[src/sv/tesf_pkg.sv]
package tesf_pkg;

  localparam int TIME_WIDTH  = 32;
  localparam int COUNT_WIDTH = 8;
  localparam int NUM_EVENTS  = 8;
  localparam int QUEUE_DEPTH = 2;

  typedef logic [TIME_WIDTH-1:0]  time_t;
  typedef logic [COUNT_WIDTH-1:0] count_t;
  typedef logic [NUM_EVENTS-1:0]  event_mask_t;

  typedef enum logic [2:0] {
    EV_FRONT = 3'd0,
    EV_BACK  = 3'd1,
    EV_LEFT  = 3'd2,
    EV_RIGHT = 3'd3,
    EV_DOWN  = 3'd4,
    EV_UP    = 3'd5,
    EV_TAP   = 3'd6,
    EV_SHAKE = 3'd7
  } event_t;

  localparam logic [2:0] CFG_FB_EN     = 3'd0;
  localparam logic [2:0] CFG_OR_EN     = 3'd1;
  localparam logic [2:0] CFG_TAP_EN    = 3'd2;
  localparam logic [2:0] CFG_RATE      = 3'd3;
  localparam logic [2:0] CFG_WINDOW    = 3'd4;
  localparam logic [2:0] CFG_HOLDOFF   = 3'd5;

  localparam logic [1:0] FB_FRONT = 2'b01;
  localparam logic [1:0] FB_BACK  = 2'b10;
  localparam logic [2:0] PL_LEFT  = 3'b001;
  localparam logic [2:0] PL_RIGHT = 3'b010;
  localparam logic [2:0] PL_DOWN  = 3'b101;
  localparam logic [2:0] PL_UP    = 3'b110;

  localparam logic [7:0] RATE_DIRECT = 8'd8;
  localparam logic [7:0] RATE_LOW    = 8'd64;
  localparam logic [7:0] RATE_HIGH   = 8'd128;

  localparam logic [3:0] THRESH_RESET = 4'd6;
  localparam logic [3:0] THRESH_LOW   = 4'd8;
  localparam logic [3:0] THRESH_HIGH  = 4'd15;

  localparam logic [7:0]  RATE_RESET    = 8'd120;
  localparam logic [15:0] WINDOW_RESET  = 16'd300;
  localparam logic [15:0] HOLDOFF_RESET = 16'd1000;

  localparam count_t COUNT_MAX = {COUNT_WIDTH{1'b1}};

  typedef struct packed {
    logic        push;
    event_mask_t mask;
  } q_push_t;

  typedef struct packed {
    logic        valid;
    event_mask_t mask;
  } q_head_t;

endpackage

[src/sv/tesf_front.sv]
module tesf_front (
  input  logic                 clk,
  input  logic                 rst_n,
  input  logic                 cfg_valid,
  input  logic [2:0]           cfg_index,
  input  logic [15:0]          cfg_data,
  input  logic                 acc,
  input  logic                 kind,
  input  tesf_pkg::time_t      time_ms,
  input  logic [1:0]           front_back,
  input  logic [2:0]           portrait_landscape,
  input  logic                 tap_flag,
  input  logic                 shake_flag,
  output tesf_pkg::q_push_t    q_push
);
  import tesf_pkg::*;

  logic        fb_en_r, or_en_r, tap_en_r;
  logic [7:0]  rate_r;
  logic [15:0] window_r, holdoff_r;

  logic [1:0] last_fb_r, last_fb_nxt;
  logic [2:0] last_pl_r, last_pl_nxt;
  count_t     count_r, count_nxt;
  logic [3:0] thresh_r, thresh_nxt;
  time_t      start_r, start_nxt;
  time_t      last_shake_r, last_shake_nxt;

  event_mask_t mask;
  time_t       since_shake, since_start;
  logic        in_holdoff, expired;
  count_t      count_tick;

  always_ff @(posedge clk) begin
    if (!rst_n) begin
      fb_en_r   <= 1'b0;
      or_en_r   <= 1'b0;
      tap_en_r  <= 1'b0;
      rate_r    <= RATE_RESET;
      window_r  <= WINDOW_RESET;
      holdoff_r <= HOLDOFF_RESET;
    end else if (cfg_valid) begin
      unique case (cfg_index)
        CFG_FB_EN:   fb_en_r   <= cfg_data[0];
        CFG_OR_EN:   or_en_r   <= cfg_data[0];
        CFG_TAP_EN:  tap_en_r  <= cfg_data[0];
        CFG_RATE:    rate_r    <= cfg_data[7:0];
        CFG_WINDOW:  window_r  <= cfg_data;
        CFG_HOLDOFF: holdoff_r <= cfg_data;
        default: ;
      endcase
    end
  end

  assign since_shake = time_ms - last_shake_r;
  assign since_start = time_ms - start_r;
  assign in_holdoff  = since_shake < time_t'(holdoff_r);
  assign count_tick  = in_holdoff ? '0 : count_r;
  assign expired     = (count_tick != '0) && (since_start > time_t'(window_r));

  always_comb begin
    mask           = '0;
    last_fb_nxt    = last_fb_r;
    last_pl_nxt    = last_pl_r;
    count_nxt      = count_r;
    thresh_nxt     = thresh_r;
    start_nxt      = start_r;
    last_shake_nxt = last_shake_r;
    if (kind) begin
      count_nxt = count_tick;
      if (expired) begin
        if (count_tick >= count_t'(thresh_r)) begin
          mask[EV_SHAKE] = 1'b1;
          last_shake_nxt = time_ms;
        end
        count_nxt = '0;
      end
    end else begin
      if (fb_en_r && front_back != last_fb_r) begin
        mask[EV_FRONT] = (front_back == FB_FRONT);
        mask[EV_BACK]  = (front_back == FB_BACK);
      end
      if (or_en_r && portrait_landscape != last_pl_r) begin
        mask[EV_LEFT]  = (portrait_landscape == PL_LEFT);
        mask[EV_RIGHT] = (portrait_landscape == PL_RIGHT);
        mask[EV_DOWN]  = (portrait_landscape == PL_DOWN);
        mask[EV_UP]    = (portrait_landscape == PL_UP);
      end
      mask[EV_TAP] = tap_en_r && tap_flag;
      if (shake_flag) begin
        if (count_r != '0) begin
          if (count_r < COUNT_MAX) count_nxt = count_r + count_t'(1);
        end else if (rate_r <= RATE_DIRECT) begin
          mask[EV_SHAKE] = 1'b1;
        end else if (rate_r <= RATE_LOW) begin
          thresh_nxt = THRESH_LOW;
          count_nxt  = count_t'(1);
          start_nxt  = time_ms;
        end else if (rate_r <= RATE_HIGH) begin
          thresh_nxt = THRESH_HIGH;
          count_nxt  = count_t'(1);
          start_nxt  = time_ms;
        end
      end
      last_fb_nxt = front_back;
      last_pl_nxt = portrait_landscape;
    end
  end

  always_ff @(posedge clk) begin
    if (!rst_n) begin
      last_fb_r    <= '0;
      last_pl_r    <= '0;
      count_r      <= '0;
      thresh_r     <= THRESH_RESET;
      start_r      <= '0;
      last_shake_r <= '0;
    end else if (acc) begin
      last_fb_r    <= last_fb_nxt;
      last_pl_r    <= last_pl_nxt;
      count_r      <= count_nxt;
      thresh_r     <= thresh_nxt;
      start_r      <= start_nxt;
      last_shake_r <= last_shake_nxt;
    end
  end

  assign q_push.push = acc && (mask != '0);
  assign q_push.mask = mask;

endmodule

[src/sv/tesf_queue.sv]
module tesf_queue (
  input  logic                 clk,
  input  logic                 rst_n,
  input  tesf_pkg::q_push_t    q_push,
  input  logic                 pop,
  output tesf_pkg::q_head_t    q_head,
  output logic                 full
);
  import tesf_pkg::*;

  localparam int PTR_W = (QUEUE_DEPTH > 1) ? $clog2(QUEUE_DEPTH) : 1;
  localparam int CNT_W = $clog2(QUEUE_DEPTH + 1);

  event_mask_t           mem [QUEUE_DEPTH];
  logic [PTR_W-1:0]      wr_ptr_r, rd_ptr_r;
  logic [CNT_W-1:0]      cnt_r;
  logic                  do_push, do_pop;

  assign full    = (cnt_r == CNT_W'(QUEUE_DEPTH));
  assign do_push = q_push.push && !full;
  assign do_pop  = pop && (cnt_r != '0);

  always_ff @(posedge clk) begin
    if (do_push) mem[wr_ptr_r] <= q_push.mask;
  end

  always_ff @(posedge clk) begin
    if (!rst_n) begin
      wr_ptr_r <= '0;
      rd_ptr_r <= '0;
      cnt_r    <= '0;
    end else begin
      if (do_push)
        wr_ptr_r <= (wr_ptr_r == PTR_W'(QUEUE_DEPTH - 1)) ? '0 : wr_ptr_r + PTR_W'(1);
      if (do_pop)
        rd_ptr_r <= (rd_ptr_r == PTR_W'(QUEUE_DEPTH - 1)) ? '0 : rd_ptr_r + PTR_W'(1);
      if (do_push && !do_pop) cnt_r <= cnt_r + CNT_W'(1);
      else if (do_pop && !do_push) cnt_r <= cnt_r - CNT_W'(1);
    end
  end

  assign q_head.valid = (cnt_r != '0);
  assign q_head.mask  = mem[rd_ptr_r];

endmodule

[src/sv/tesf_back.sv]
module tesf_back (
  input  logic               clk,
  input  logic               rst_n,
  input  tesf_pkg::q_head_t  q_head,
  output logic               pop,
  output logic               out_valid,
  input  logic               out_ready,
  output logic [2:0]         out_event_res,
  output logic               out_last
);
  import tesf_pkg::*;

  event_mask_t cur_r, cur_nxt, rest;
  logic [2:0]  first_ev;

  always_comb begin
    first_ev = 3'd0;
    for (int i = NUM_EVENTS - 1; i >= 0; i--) begin
      if (cur_r[i]) first_ev = 3'(i);
    end
  end

  // clear the lowest set bit
  assign rest = cur_r & (cur_r - event_mask_t'(1));

  always_comb begin
    cur_nxt = (out_valid && out_ready) ? rest : cur_r;
    pop     = (cur_nxt == '0) && q_head.valid;
    if (pop) cur_nxt = q_head.mask;
  end

  always_ff @(posedge clk) begin
    if (!rst_n) cur_r <= '0;
    else        cur_r <= cur_nxt;
  end

  assign out_valid     = (cur_r != '0);
  assign out_event_res = first_ev;
  assign out_last      = (rest == '0);

endmodule

[src/sv/tilt_event_shake_filter.sv]
// Path: an accepted input's events enter the event queue, then the output register.
// Throughput: one input item per cycle while the two-entry event queue has room;
// the output side sends one event per cycle while out_ready is high, each report in full.
// Items that cause no event only update state.
// Reset: synchronous, active-low rst_n clears all state and restores register defaults.
module tilt_event_shake_filter (
  input  logic                  clk,
  input  logic                  rst_n,
  input  logic                  cfg_valid,
  output logic                  cfg_ready,
  input  logic [2:0]            cfg_index,
  input  logic [15:0]           cfg_data,
  input  logic                  in_valid,
  output logic                  in_ready,
  input  logic                  in_kind,
  input  tesf_pkg::time_t       in_time_ms,
  input  logic [1:0]            in_front_back,
  input  logic [2:0]            in_portrait_landscape,
  input  logic                  in_tap_flag,
  input  logic                  in_shake_flag,
  output logic                  out_valid,
  input  logic                  out_ready,
  output logic [2:0]            out_event_res,
  output logic                  out_last
);
  import tesf_pkg::*;

  q_push_t q_push;
  q_head_t q_head;
  logic    q_full, q_pop, acc;

  assign cfg_ready = 1'b1;
  assign in_ready  = !q_full;
  assign acc       = in_valid && in_ready;

  tesf_front u_front (
    .clk                (clk),
    .rst_n              (rst_n),
    .cfg_valid          (cfg_valid),
    .cfg_index          (cfg_index),
    .cfg_data           (cfg_data),
    .acc                (acc),
    .kind               (in_kind),
    .time_ms            (in_time_ms),
    .front_back         (in_front_back),
    .portrait_landscape (in_portrait_landscape),
    .tap_flag           (in_tap_flag),
    .shake_flag         (in_shake_flag),
    .q_push             (q_push)
  );

  tesf_queue u_queue (
    .clk    (clk),
    .rst_n  (rst_n),
    .q_push (q_push),
    .pop    (q_pop),
    .q_head (q_head),
    .full   (q_full)
  );

  tesf_back u_back (
    .clk           (clk),
    .rst_n         (rst_n),
    .q_head        (q_head),
    .pop           (q_pop),
    .out_valid     (out_valid),
    .out_ready     (out_ready),
    .out_event_res (out_event_res),
    .out_last      (out_last)
  );

endmodule

[config.mk]
export PLATFORM = sky130hd
export DESIGN_NAME = tilt_event_shake_filter
export DESIGN_NICKNAME = d
export VERILOG_FILES = /design/src/sv/tesf_pkg.sv /design/src/sv/tesf_front.sv /design/src/sv/tesf_queue.sv /design/src/sv/tesf_back.sv /design/src/sv/tilt_event_shake_filter.sv
export SDC_FILE = /design/constraint.sdc
export NUM_CORES = 1
export LEC_CHECK = 0
export ABC_AREA = 1
export BUFFER_PORTS_ARGS = -buffer_cell sky130_fd_sc_hd__buf_2
export CAP_MARGIN = 20
export CORE_ASPECT_RATIO = 1.75
export CORE_MARGIN = 5
export CORE_UTILIZATION = 63
export DETAILED_ROUTE_END_ITERATION = 12
export PLACE_DENSITY = 0.79
export SYNTH_ARGS = -nofsm -noshare
export SYNTH_HDL_FRONTEND = slang
export SYNTH_SLANG_ARGS = --single-unit
export TNS_END_PERCENT = 20
[constraint.sdc]
create_clock -name clk -period 5.65 [get_ports clk]
set_clock_uncertainty 0.15 [all_clocks]
set_input_delay 0.565 -clock clk [delete_from_list [all_inputs] [get_ports clk]]
set_output_delay 0.565 -clock clk [all_outputs]
set_load 0.01 [all_outputs]
# Word-level counts from Yosys, hierarchy flattened
# Memory sizes are Yosys's and may differ from the RTL's. A register that Yosys moved wholly into a read port is not among the register bits.
# Cells that the tools add are included.
[totals]
n_memories = 1
ramBits = 16
ff_bits = 136
output_inout_bits = 7
[memory_table]
columns = ["name", "words", "word_bits", "rd", "rd_clocked_by_memory_dff", "wr", "line", "source"]
rows = [
  ["u_queue.mem", 2, 8, 1, 1, 1, "tesf_queue.sv:14", "event_mask_t mem [QUEUE_DEPTH];"],
]
[classes]
n_eq_ne = 16
order_cmp = 7
n_addsub = 8
n_bitwise = 4
muxes = 40
reduce_logical = 37
[ops]
columns = ["op", "n"]
rows = [
  ["8-bit 2-to-1 mux", 11],
  ["32-bit 2-to-1 mux", 2],
  ["32-bit subtractor", 2],
  ["32-bit by 16-bit > comparator with 1-bit output", 1],
  ["32-bit by 16-bit < comparator with 1-bit output", 1],
  ["8-bit nonzero test", 4],
  ["3-bit 2-to-1 mux", 8],
  ["8-bit zero test", 2],
  ["2-bit AND reduction", 7],
  ["3-bit equality test (second input constant)", 4],
  ["1-bit logical AND", 12],
  ["1-bit 2-to-1 mux", 12],
  ["4-bit 2-to-1 mux", 3],
  ["3-bit by 2-bit equality test with 1-bit output (second input constant)", 3],
  ["8-bit by 1-bit adder with 8-bit output (second input constant)", 1],
  ["8-bit bitwise AND", 1],
  ["8-bit by 4-bit >= comparator with 1-bit output", 1],
  ["8-bit by 4-bit less-or-equal comparator with 1-bit output (second input constant)", 1],
  ["8-bit by 7-bit less-or-equal comparator with 1-bit output (second input constant)", 1],
  ["8-bit less-or-equal comparator (second input constant)", 1],
  ["8-bit < comparator (second input constant)", 1],
  ["2-bit nonzero test", 4],
  ["8-bit by 1-bit subtractor with 8-bit output (second input constant)", 1],
  ["7-bit 2-to-1 mux", 1],
  ["other kinds (18)", 27],
]

# Logic depth before layout (Yosys ltp)
# Gate-level depths: netlist of run 1.
[logic_depth]
depth_word = 14
mapped_depth = 37
depth_no_buf = 37

# By module
# From an unflattened synthesis of run 1, not the netlist that was laid out.
[unflattened]
cells_unflattened = 1902
area_unflattened_um2 = 11956.5
[by_module_without_submodules]
columns = ["mod", "instances", "cells_per_inst", "area_each_um2"]
rows = [
  ["tesf_front", 1, 1748, 10526.3],
  ["tesf_queue", 1, 62, 824.5],
  ["tesf_back", 1, 87, 580.6],
  ["tilt_event_shake_filter", 1, 5, 25.0],
]

# Least setup slack after synthesis of run 1
# OpenSTA, ideal clock, no wires.
[synth_timing]
path_kind = "input port to flip-flop"
from = "input in_time_ms[0]"
to = "register u_queue.cnt_r[1]"
slack_ns = 0.787
setup_time_ns = 0.122
arrival_ns = 4.591
cell_stages = 33
required_time_ns = 5.378
cell_sequence = "inv_1 > ha_1 > fa_1 > inv_1 > nand3_1 > nand3_1 > nand2_1 > nand2_1 > xor2_1 > ha_1 > a21oi_1 > nor2_1 > a211oi_1 > o221ai_1 > a21oi_1 > nand3_2 > nand2_1 > inv_1 > ha_1 > a21boi_0 > o21a_1 > o21a_1 > o21ai_0 > nand2_1 > nand2_1 > nand3_1 > nand2_1 > inv_1 > ha_1 > a21oi_1 > o21ai_0 > o21ai_0 > a21oi_1"
[synth_via]
elab_chain_len = 13
elab_cells_between_ends = 19
cone_classes = "add/sub (2); order compare (3); mux (5); reduce/logical (9)"
[synth_lines]
columns = ["item", "line", "source"]
rows = [
  ["start: declaration", "tilt_event_shake_filter.sv:16", "input tesf_pkg::time_t in_time_ms,"],
  ["32-bit subtractor", "tesf_front.sv:55", "assign since_shake = time_ms - last_shake_r;"],
  ["32-bit by 16-bit < comparator with 1-bit output", "tesf_front.sv:57", "assign in_holdoff = since_shake < time_t'(holdoff_r);"],
  ["8-bit 2-to-1 mux", "tesf_front.sv:58", "assign count_tick = in_holdoff ? '0 : count_r;"],
  ["8-bit by 4-bit >= comparator with 1-bit output / 8-bit nonzero test (equally long branches)", "tesf_front.sv:72, tesf_front.sv:59", ""],
  ["1-bit 2-to-1 mux / 1-bit logical AND (equally long branches)", "tesf_front.sv:72, tesf_front.sv:59", ""],
  ["1-bit 2-to-1 mux *", "tesf_front.sv:71", "if (expired) begin"],
  ["1-bit 2-to-1 mux *", "tesf_front.sv:69", "if (kind) begin"],
  ["8-bit nonzero test *", "tesf_front.sv:128", "assign q_push.push = acc && (mask != '0);"],
  ["1-bit logical AND *", "tesf_front.sv:128", ""],
  ["1-bit logical AND *", "tesf_queue.sv:20", "assign do_push = q_push.push && !full;"],
  ["named net u_queue.do_push", "tesf_queue.sv:17", "logic do_push, do_pop;"],
  ["1-bit zero test", "tesf_queue.sv:38", "else if (do_pop && !do_push) cnt_r <= cnt_r - CNT_W'(1);"],
  ["1-bit logical AND", "tesf_queue.sv:38", ""],
  ["2-bit nonzero test (no line)", "-", ""],
  ["end signal: assignment", "tesf_queue.sv:37", "if (do_push && !do_pop) cnt_r <= cnt_r + CNT_W'(1);"],
  ["end signal: assignment", "tesf_queue.sv:38", ""],
  ["end: declaration", "tesf_queue.sv:16", "logic [CNT_W-1:0] cnt_r;"],
]
# The timed path passes the listed nets; every way through them passes the cells marked *.
# A chain may end at the register's enable or synchronous reset.

# Worst setup path after layout of run 1
[layout_timing]
from = "register u_front.last_shake_r[7]"
to = "register u_queue.cnt_r[1]"
[layout_via]
elab_chain_len = 13
elab_cells_between_ends = 17
cone_classes = "add/sub (1); order compare (2); mux (5); reduce/logical (9)"
[layout_lines]
columns = ["item", "line", "source"]
rows = [
  ["start: declaration", "tesf_front.sv:27", "time_t last_shake_r, last_shake_nxt;"],
  ["start signal: assignment", "tesf_front.sv:124", "last_shake_r <= last_shake_nxt;"],
  ["32-bit subtractor *", "tesf_front.sv:55", ""],
  ["32-bit by 16-bit < comparator with 1-bit output *", "tesf_front.sv:57", ""],
  ["8-bit 2-to-1 mux *", "tesf_front.sv:58", ""],
  ["8-bit by 4-bit >= comparator with 1-bit output / 8-bit nonzero test (equally long branches)", "tesf_front.sv:72, tesf_front.sv:59", ""],
  ["1-bit 2-to-1 mux / 1-bit logical AND (equally long branches)", "tesf_front.sv:72, tesf_front.sv:59", ""],
  ["1-bit 2-to-1 mux *", "tesf_front.sv:71", ""],
  ["1-bit 2-to-1 mux *", "tesf_front.sv:69", ""],
  ["8-bit nonzero test *", "tesf_front.sv:128", ""],
  ["1-bit logical AND *", "tesf_front.sv:128", ""],
  ["1-bit logical AND *", "tesf_queue.sv:20", ""],
  ["named net u_queue.do_push", "tesf_queue.sv:17", ""],
  ["1-bit zero test", "tesf_queue.sv:38", ""],
  ["1-bit logical AND", "tesf_queue.sv:38", ""],
  ["2-bit nonzero test (no line)", "-", ""],
]
# Marks and branches as above.

==> results of run 1 <==
report_power, final:
| group | internal (W) | switching (W) | total [W] |
|---|---|---|---|
| Combinational | 0.000638 | 0.00117 | 0.00181 |
| Sequential | 0.00121 | 0.0000764 | 0.00129 |
| Clock | 0.000719 | 0.000471 | 0.00119 |
state kept, by name, indices dropped and copies added, names as in the netlist, named ones only:
| signal | count |
|---|---|
| u_front.tap_en_r | 1 |
| u_front.last_pl_r | 3 |
| u_queue.rd_ptr_r | 1 |
| u_front.rate_r | 8 |
| u_queue.wr_ptr_r | 1 |
| u_front.window_r | 16 |
| u_back.cur_r | 8 |
| u_front.holdoff_r | 16 |
| u_front.last_shake_r | 32 |
| u_queue.cnt_r | 2 |
| u_front.or_en_r | 1 |
| u_front.start_r | 32 |
| u_front.last_fb_r | 2 |
| u_front.thresh_r | 3 |
| u_front.count_r | 8 |
| u_queue.mem | 16 |
| u_front.fb_en_r | 1 |
cell families after synthesis:
| kind of cell | after synthesis | share of synthesized area (%) |
|---|---|---|
| adders and majority gates | 102 | 11.0 |
| and+or+nand+nor | 828 | 29.2 |
| buffers and inverters | 416 | 13.6 |
| xor gates and xnor gates | 38 | 2.83 |
| DFF | 152 | 27.3 |
| other | 1 | 0.0319 |
| AOI/OAI and AO/OA | 358 | 16.1 |
placed cells by master (no fill, tap or decap), drive strengths merged, types with 19 or more instances in the layout:
cell type,n
a21oi,183
buf,83
clkbuf,21
dfxtp,136
ha,100
inv,376
nand2,524
nand3,81
nand4,19
nor2,161
nor3,22
o21ai,133
xor2,33
area by class of cell:
cell class | instances | area, um2
multi-input cells | 1327 | 7010
repair buffers | 83 | 463
fillers | 1717 | 5490
well taps | 238 | 298
flip-flops and latches | 152 | 3200
inverters | 380 | 1430
clock inverters | 11 | 148
clock buffers | 21 | 460
per-stage QoR:
stage               util, %  setup WS (ns)  TNS (ns)  hold WS, ns
detailed placement     66.7       0.000826         0        0.298
floorplan                 -          0.787         0        0.277
global placement       66.7         0.0641         0        0.290
finish                 70.3          0.376         0        0.228
CTS                    70.0         0.0996         0        0.221
global route           70.3        -0.0171   -0.0171        0.239
path summary, 6_finish.rpt:
path                                                             from                               endpoint  slack [ns]  depth (start not counted)
worst min-delay path                                      cfg_data[9]      u_front.holdoff_r[9]$_SDFFE_PN1P_        0.23                          3
worst min register to register  u_front.last_shake_r[12]$_SDFFE_PN0P_  u_front.last_shake_r[12]$_SDFFE_PN0P_        0.31                          2
worst max-delay path             u_front.last_shake_r[7]$_SDFFE_PN0P_          u_queue.cnt_r[1]$_SDFFE_PN0P_        0.38                         32
worst max register to register   u_front.last_shake_r[7]$_SDFFE_PN0P_          u_queue.cnt_r[1]$_SDFFE_PN0P_        0.38                         32
routing by layer:
metal	track usage (%)	up-vias	wire length (um)
met4	25.2	0	2990
met1	33.3	5578	12300
met5	0	-	0
met2	64.3	380	19000
met3	4.54	172	1480
li1	-	6151	-
critical path, delay by kind of cell, from the launching register on:
family | cells | cell delay [ns]
buf+inv | 5 | 0.41
simple gates | 11 | 1.26
flops | 1 | 0.31
compound gates | 11 | 1.59
fa+ha+maj | 4 | 1.26
xor+xnor | 1 | 0.17
what timing repair did:
action,in CTS,in global routing
resized for setup,0,18
endpoints found under the setup margin,0,10
buffers inserted,0,1
==> summary.txt, run 1 <==
Die
  – Core Area: 18500 um2
  – # rows: 66
  – DIE WIDTH: 113 um
  – Die Footprint: 21600 um2
  – Io pins: 71
  – Die H: 191 um
  – Starting Density: 63.5%

Logic synthesis
  – Mapped cell area: 11700 um2
  – Top cell type's share of synthesized area: 23.2%
  – Cells after synthesis: 1895
  – Predominant post-synthesis flop cell: dfxtp_1
  – Mean Syn Cell Area: 6.20 um2
  – Post-synth ARST share: 0%
  – Post-Syn Nets: 2061
  – YS warnings: 0
  – Post-synth cell types: 49
  – Post-synth EDFFs: 16
  – Top-count cell post-synth: nand2_1
  – Commonest cells post-synth: nand2_1, inv_1, a21oi_1
  – Register area share after synthesis: 27.3%
  – Post-synthesis register bit count: 152
  – Cell taking the most area after synthesis: dfxtp_1
  – Largest cells by area after synthesis: dfxtp_1, nand2_1, inv_1, ha_1, a21oi_1

Global route
  – Vias in the first global route: 12327
  – Gr usage total: 34.2%
  – Initial antenna violation count: 0
  – Pin count of the biggest net entering global routing: 89
  – GRT overflow: 0
  – First-pass GRT wire length: 58.4 mm

Detailed routing
  – Vias per cell: 5.55
  – DR vias: 12281
  – Final wirelength: 35.8 mm
  – Antenna viol nets, final: 0
  – Wire per inst: 16.2 um
  – Starting DRC count in detailed routing: 883
  – Drt first pass iters: 5
  – DRC violations left: 0

Setup path
  – Critical path arrival: 5.44 ns
  – Required time of the worst setup path: 5.82 ns
  – Slowest-stage cell, CP: ha_2
  – Crit path largest cell delay: 0.39 ns
  – Peak fanout along the critical path: 7
  – CP Capture Type: flop
  – Type of the worst setup path: flop to flop
  – CP startpoint kind: flop

Finish
  – Diode count: 0
  – Finished Cell Area: 13000 um2
  – Final net count: 2127
  – Final Non-Filler Cells: 2212
  – Layout cells sized above 1: 7.50%
  – Layout Area Growth over Synthesis: 10.7%

STA
  – Final worst-path cycle share: 93.4%
  – Post-route minimum period: 5.27 ns
  – Final hold viol count: 0
  – Max-slew violations: 0
  – Worst slew pin tran: 0.948 ns
  – Slew HR: 36.6%
  – Achievable Freq: 190 MHz
  – Final setup vio count: 0

Clock network
  – Htree depth: 4
  – Cts hold-fix bufs: 0
  – CTS tree: done
  – Worst skew pair latency: 0.43 ns
  – Clock sink count: 152
  – CTS clk-pin slew, worst paths: 0.06 ns
  – Deepest clock path buffer count: 2
  – CTS buffer count: 17
  – CTS root buf: clkbuf_16

Run
  – Max cap viols: 0

Run status
  – Status: finished clean

Min path
  – Worst Hold Class: input pin to flop

Placement
  – Post-DP HPWL: 28.6 mm
  – Placed Instances: 2179
  – Area after DPL: 12300 um2
  – RePlAce Congestion: 1.01
  – Buffers on Ports: 69

Power
  – LEAKAGE: 6.61 nW
  – Peak supply drop: 0.244 mV
  – Final Power: 0.00429 W
  – Power per cell area: 330 nW/um2
No activity file was read; power rests on OpenSTA's default activity.
==> inputs of run 2 (changes only) <==
==> constraint.sdc (replaced) <==
create_clock -name clk -period 5.4 [get_ports clk]
set_clock_uncertainty 0.15 [all_clocks]
set_input_delay 0.54 -clock clk [delete_from_list [all_inputs] [get_ports clk]]
set_output_delay 0.54 -clock clk [all_outputs]
set_load 0.01 [all_outputs]
==> run 2 against run 1 <==
Net effect:
- clock power increased by 3%
- critical path depth rose by 1
- via count fell by 0.28%
- first-iteration DRC count is 28% lower
- worst setup slack improved by 0.031 ns
- register-to-register slack better by 0.03 ns
- total power is 5.2% higher
- largest cell class unchanged
==> summary.txt, run 2 (synthesis results as in run 1) <==
Run status
  – Status: finished clean

Clock network
  – Clock sink count: 152 (unchanged)
  – CTS tree: done
  – CTS clk-pin slew, worst paths: 0.06 ns (about the same)
  – Worst skew pair latency: 0.44 ns (about the same)
  – CTS root buf: clkbuf_16
  – Deepest clock path buffer count: 2 (unchanged)
  – Htree depth: 4 (unchanged)
  – CTS buffer count: 17 (unchanged)
  – Cts hold-fix bufs: 0 (unchanged)

Detailed routing
  – Starting DRC count in detailed routing: 638 (-28%)
  – Vias per cell: 5.51 (-0.69%)
  – Drt first pass iters: 5 (unchanged)
  – Final wirelength: 35.7 mm (-0.43%)
  – DRC violations left: 0 (unchanged)
  – DR vias: 12246 (-0.28%)
  – Antenna viol nets, final: 0 (unchanged)
  – Wire per inst: 16.1 um (-0.84%)

Global route
  – Gr usage total: 33.6% (-0.58 points)
  – Vias in the first global route: 12179 (-1.2%)
  – Pin count of the biggest net entering global routing: 69 (-22%)
  – GRT overflow: 0 (unchanged)
  – Initial antenna violation count: 0 (unchanged)
  – First-pass GRT wire length: 57.3 mm (-1.8%)

Die
  – # rows: 66 (unchanged)
  – Starting Density: 63.5% (unchanged)
  – DIE WIDTH: 113 um (unchanged)
  – Core Area: 18500 um2 (unchanged)
  – Io pins: 71 (unchanged)
  – Die Footprint: 21600 um2 (unchanged)
  – Die H: 191 um (unchanged)

Finish
  – Fillcell total: 1703 (-0.82%)
  – FF+latch area: 3200 um2 (unchanged)
  – Final net count: 2136 (+0.42%)
  – Commonest non-fill, non-tap cell in the layout: nand2_1
  – Diode count: 0 (unchanged)
  – Layout Area Growth over Synthesis: 11.5%
  – Layout cells sized above 1: 8.02% (+0.52 points)
  – Most frequent cells in the layout: nand2_1, inv_1, a21oi_1, nor2_1, dfxtp_1
  – Multi-input gate area: 7040 um2 (+0.52%)
  – Largest registers: u_front.last_shake_r: 32 flops, u_front.start_r: 32 flops

STA
  – Slew HR: 34.8% (-1.8 points)
  – Max-slew violations: 0 (unchanged)
  – Achievable Freq: 200 MHz (+5.6%)
  – RSZ-0062 raised after global routing: false
  – Final setup vio count: 0 (unchanged)
  – Worst slew pin tran: 0.975 ns (+0.0269 ns)
  – Final hold viol count: 0 (unchanged)
  – Final worst-path cycle share: 92.5% (-0.88 points)
  – Post-route minimum period: 4.99 ns (-0.281 ns)
  – Fin Hold WS: 0.194 ns (-0.0338 ns)
  – Setup TNS: 0 ns (unchanged)

Power
  – Peak supply drop: 0.260 mV (+6.5%)
  – Final Power: 0.00451 W (+5.2%)
  – Power per cell area: 344 nW/um2 (+4.4%)
  – LEAKAGE: 6.65 nW (+0.62%)

Placement
  – Post-DP HPWL: 28.7 mm (+0.15%)
  – RePlAce Congestion: 0.967 (-4.3%)
  – Buffers on Ports: 69 (unchanged)

Setup path
  – Crit path largest cell delay: 0.40 ns (about the same)
  – Required time of the worst setup path: 5.57 ns (-0.25 ns)
  – Critical path arrival: 5.17 ns (-0.27 ns)
  – Peak fanout along the critical path: 3 (-4)
  – CP startpoint kind: flop
  – CP most frequent cell: nand2_1
  – CP Capture Type: flop
  – Slowest-stage cell, CP: fa_1
  – Type of the worst setup path: flop to flop

Min path
  – Worst Hold Class: input pin to flop

Run
  – Max cap viols: 0 (unchanged)
==> run 2: report_power, final <==
part | switching, W | internal, W | leakage, nW
Combinational | 0.00123 | 0.000700 | 5.09
Clock | 0.000496 | 0.000734 | 0.292
Sequential | 0.0000836 | 0.00127 | 1.27
==> run 2: area by class of cell <==
type	count	area share (%)
multi-input combinational	1327	53.7
sequential	152	24.4
inverter	380	10.9
timing repair buffer	92	4.05
clock buffer	22	3.70
tap	238	2.27
clock inverter	10	0.888
==> run 2: path summary, 6_finish.rpt <==
path	start	to	slack, ns	cells past startpoint
max	u_front.last_shake_r[0]$_SDFFE_PN0P_	u_queue.cnt_r[1]$_SDFFE_PN0P_	0.41	33
min	cfg_data[8]	u_front.window_r[8]$_SDFFE_PN1P_	0.19	3
max reg2reg	u_front.last_shake_r[0]$_SDFFE_PN0P_	u_queue.cnt_r[1]$_SDFFE_PN0P_	0.41	33
min reg2reg	u_front.last_shake_r[11]$_SDFFE_PN0P_	u_front.last_shake_r[11]$_SDFFE_PN0P_	0.31	2
==> run 2: critical path: cells and delay by family, from the launching register on <==
| family | cells | cell delay, ns |
|---|---|---|
| AO/OA/AOI/OAI | 12 | 1.60 |
| adder cells (fa/ha/maj) | 5 | 1.33 |
| AND/OR/NAND/NOR | 11 | 1.02 |
| buffers and inverters | 4 | 0.37 |
| flip-flops | 1 | 0.32 |
| XOR/XNOR | 1 | 0.07 |
==> run 2: per-stage QoR <==
step / util [%] / cells / cell area [um2] / setup slack (ns)
final: 70.8 / 2221 / 13100 / 0.406
after global routing: 70.8 / 2221 / 13100 / 0.00632
after CTS: 70.3 / 2221 / 13000 / 0.247
after detailed placement: 67.1 / 2189 / 12400 / 0.0746
after global placement: 67.1 / 2189 / 12400 / 0.172
after floorplan: - / 1895 / 11700 / 0.562
==> run 2: repair_timing <==
action	CTS	global route
buffers inserted	0	0
gates resized for setup	0	19
endpoints found under the setup margin	0	2
==> run 2: routing by layer <==
layer | GRT usage (%) | wire [um]
met3 | 4.41 | 1340
met5 | 0 | 0
met4 | 25.5 | 2930
met2 | 62.9 | 18900
met1 | 32.7 | 12600
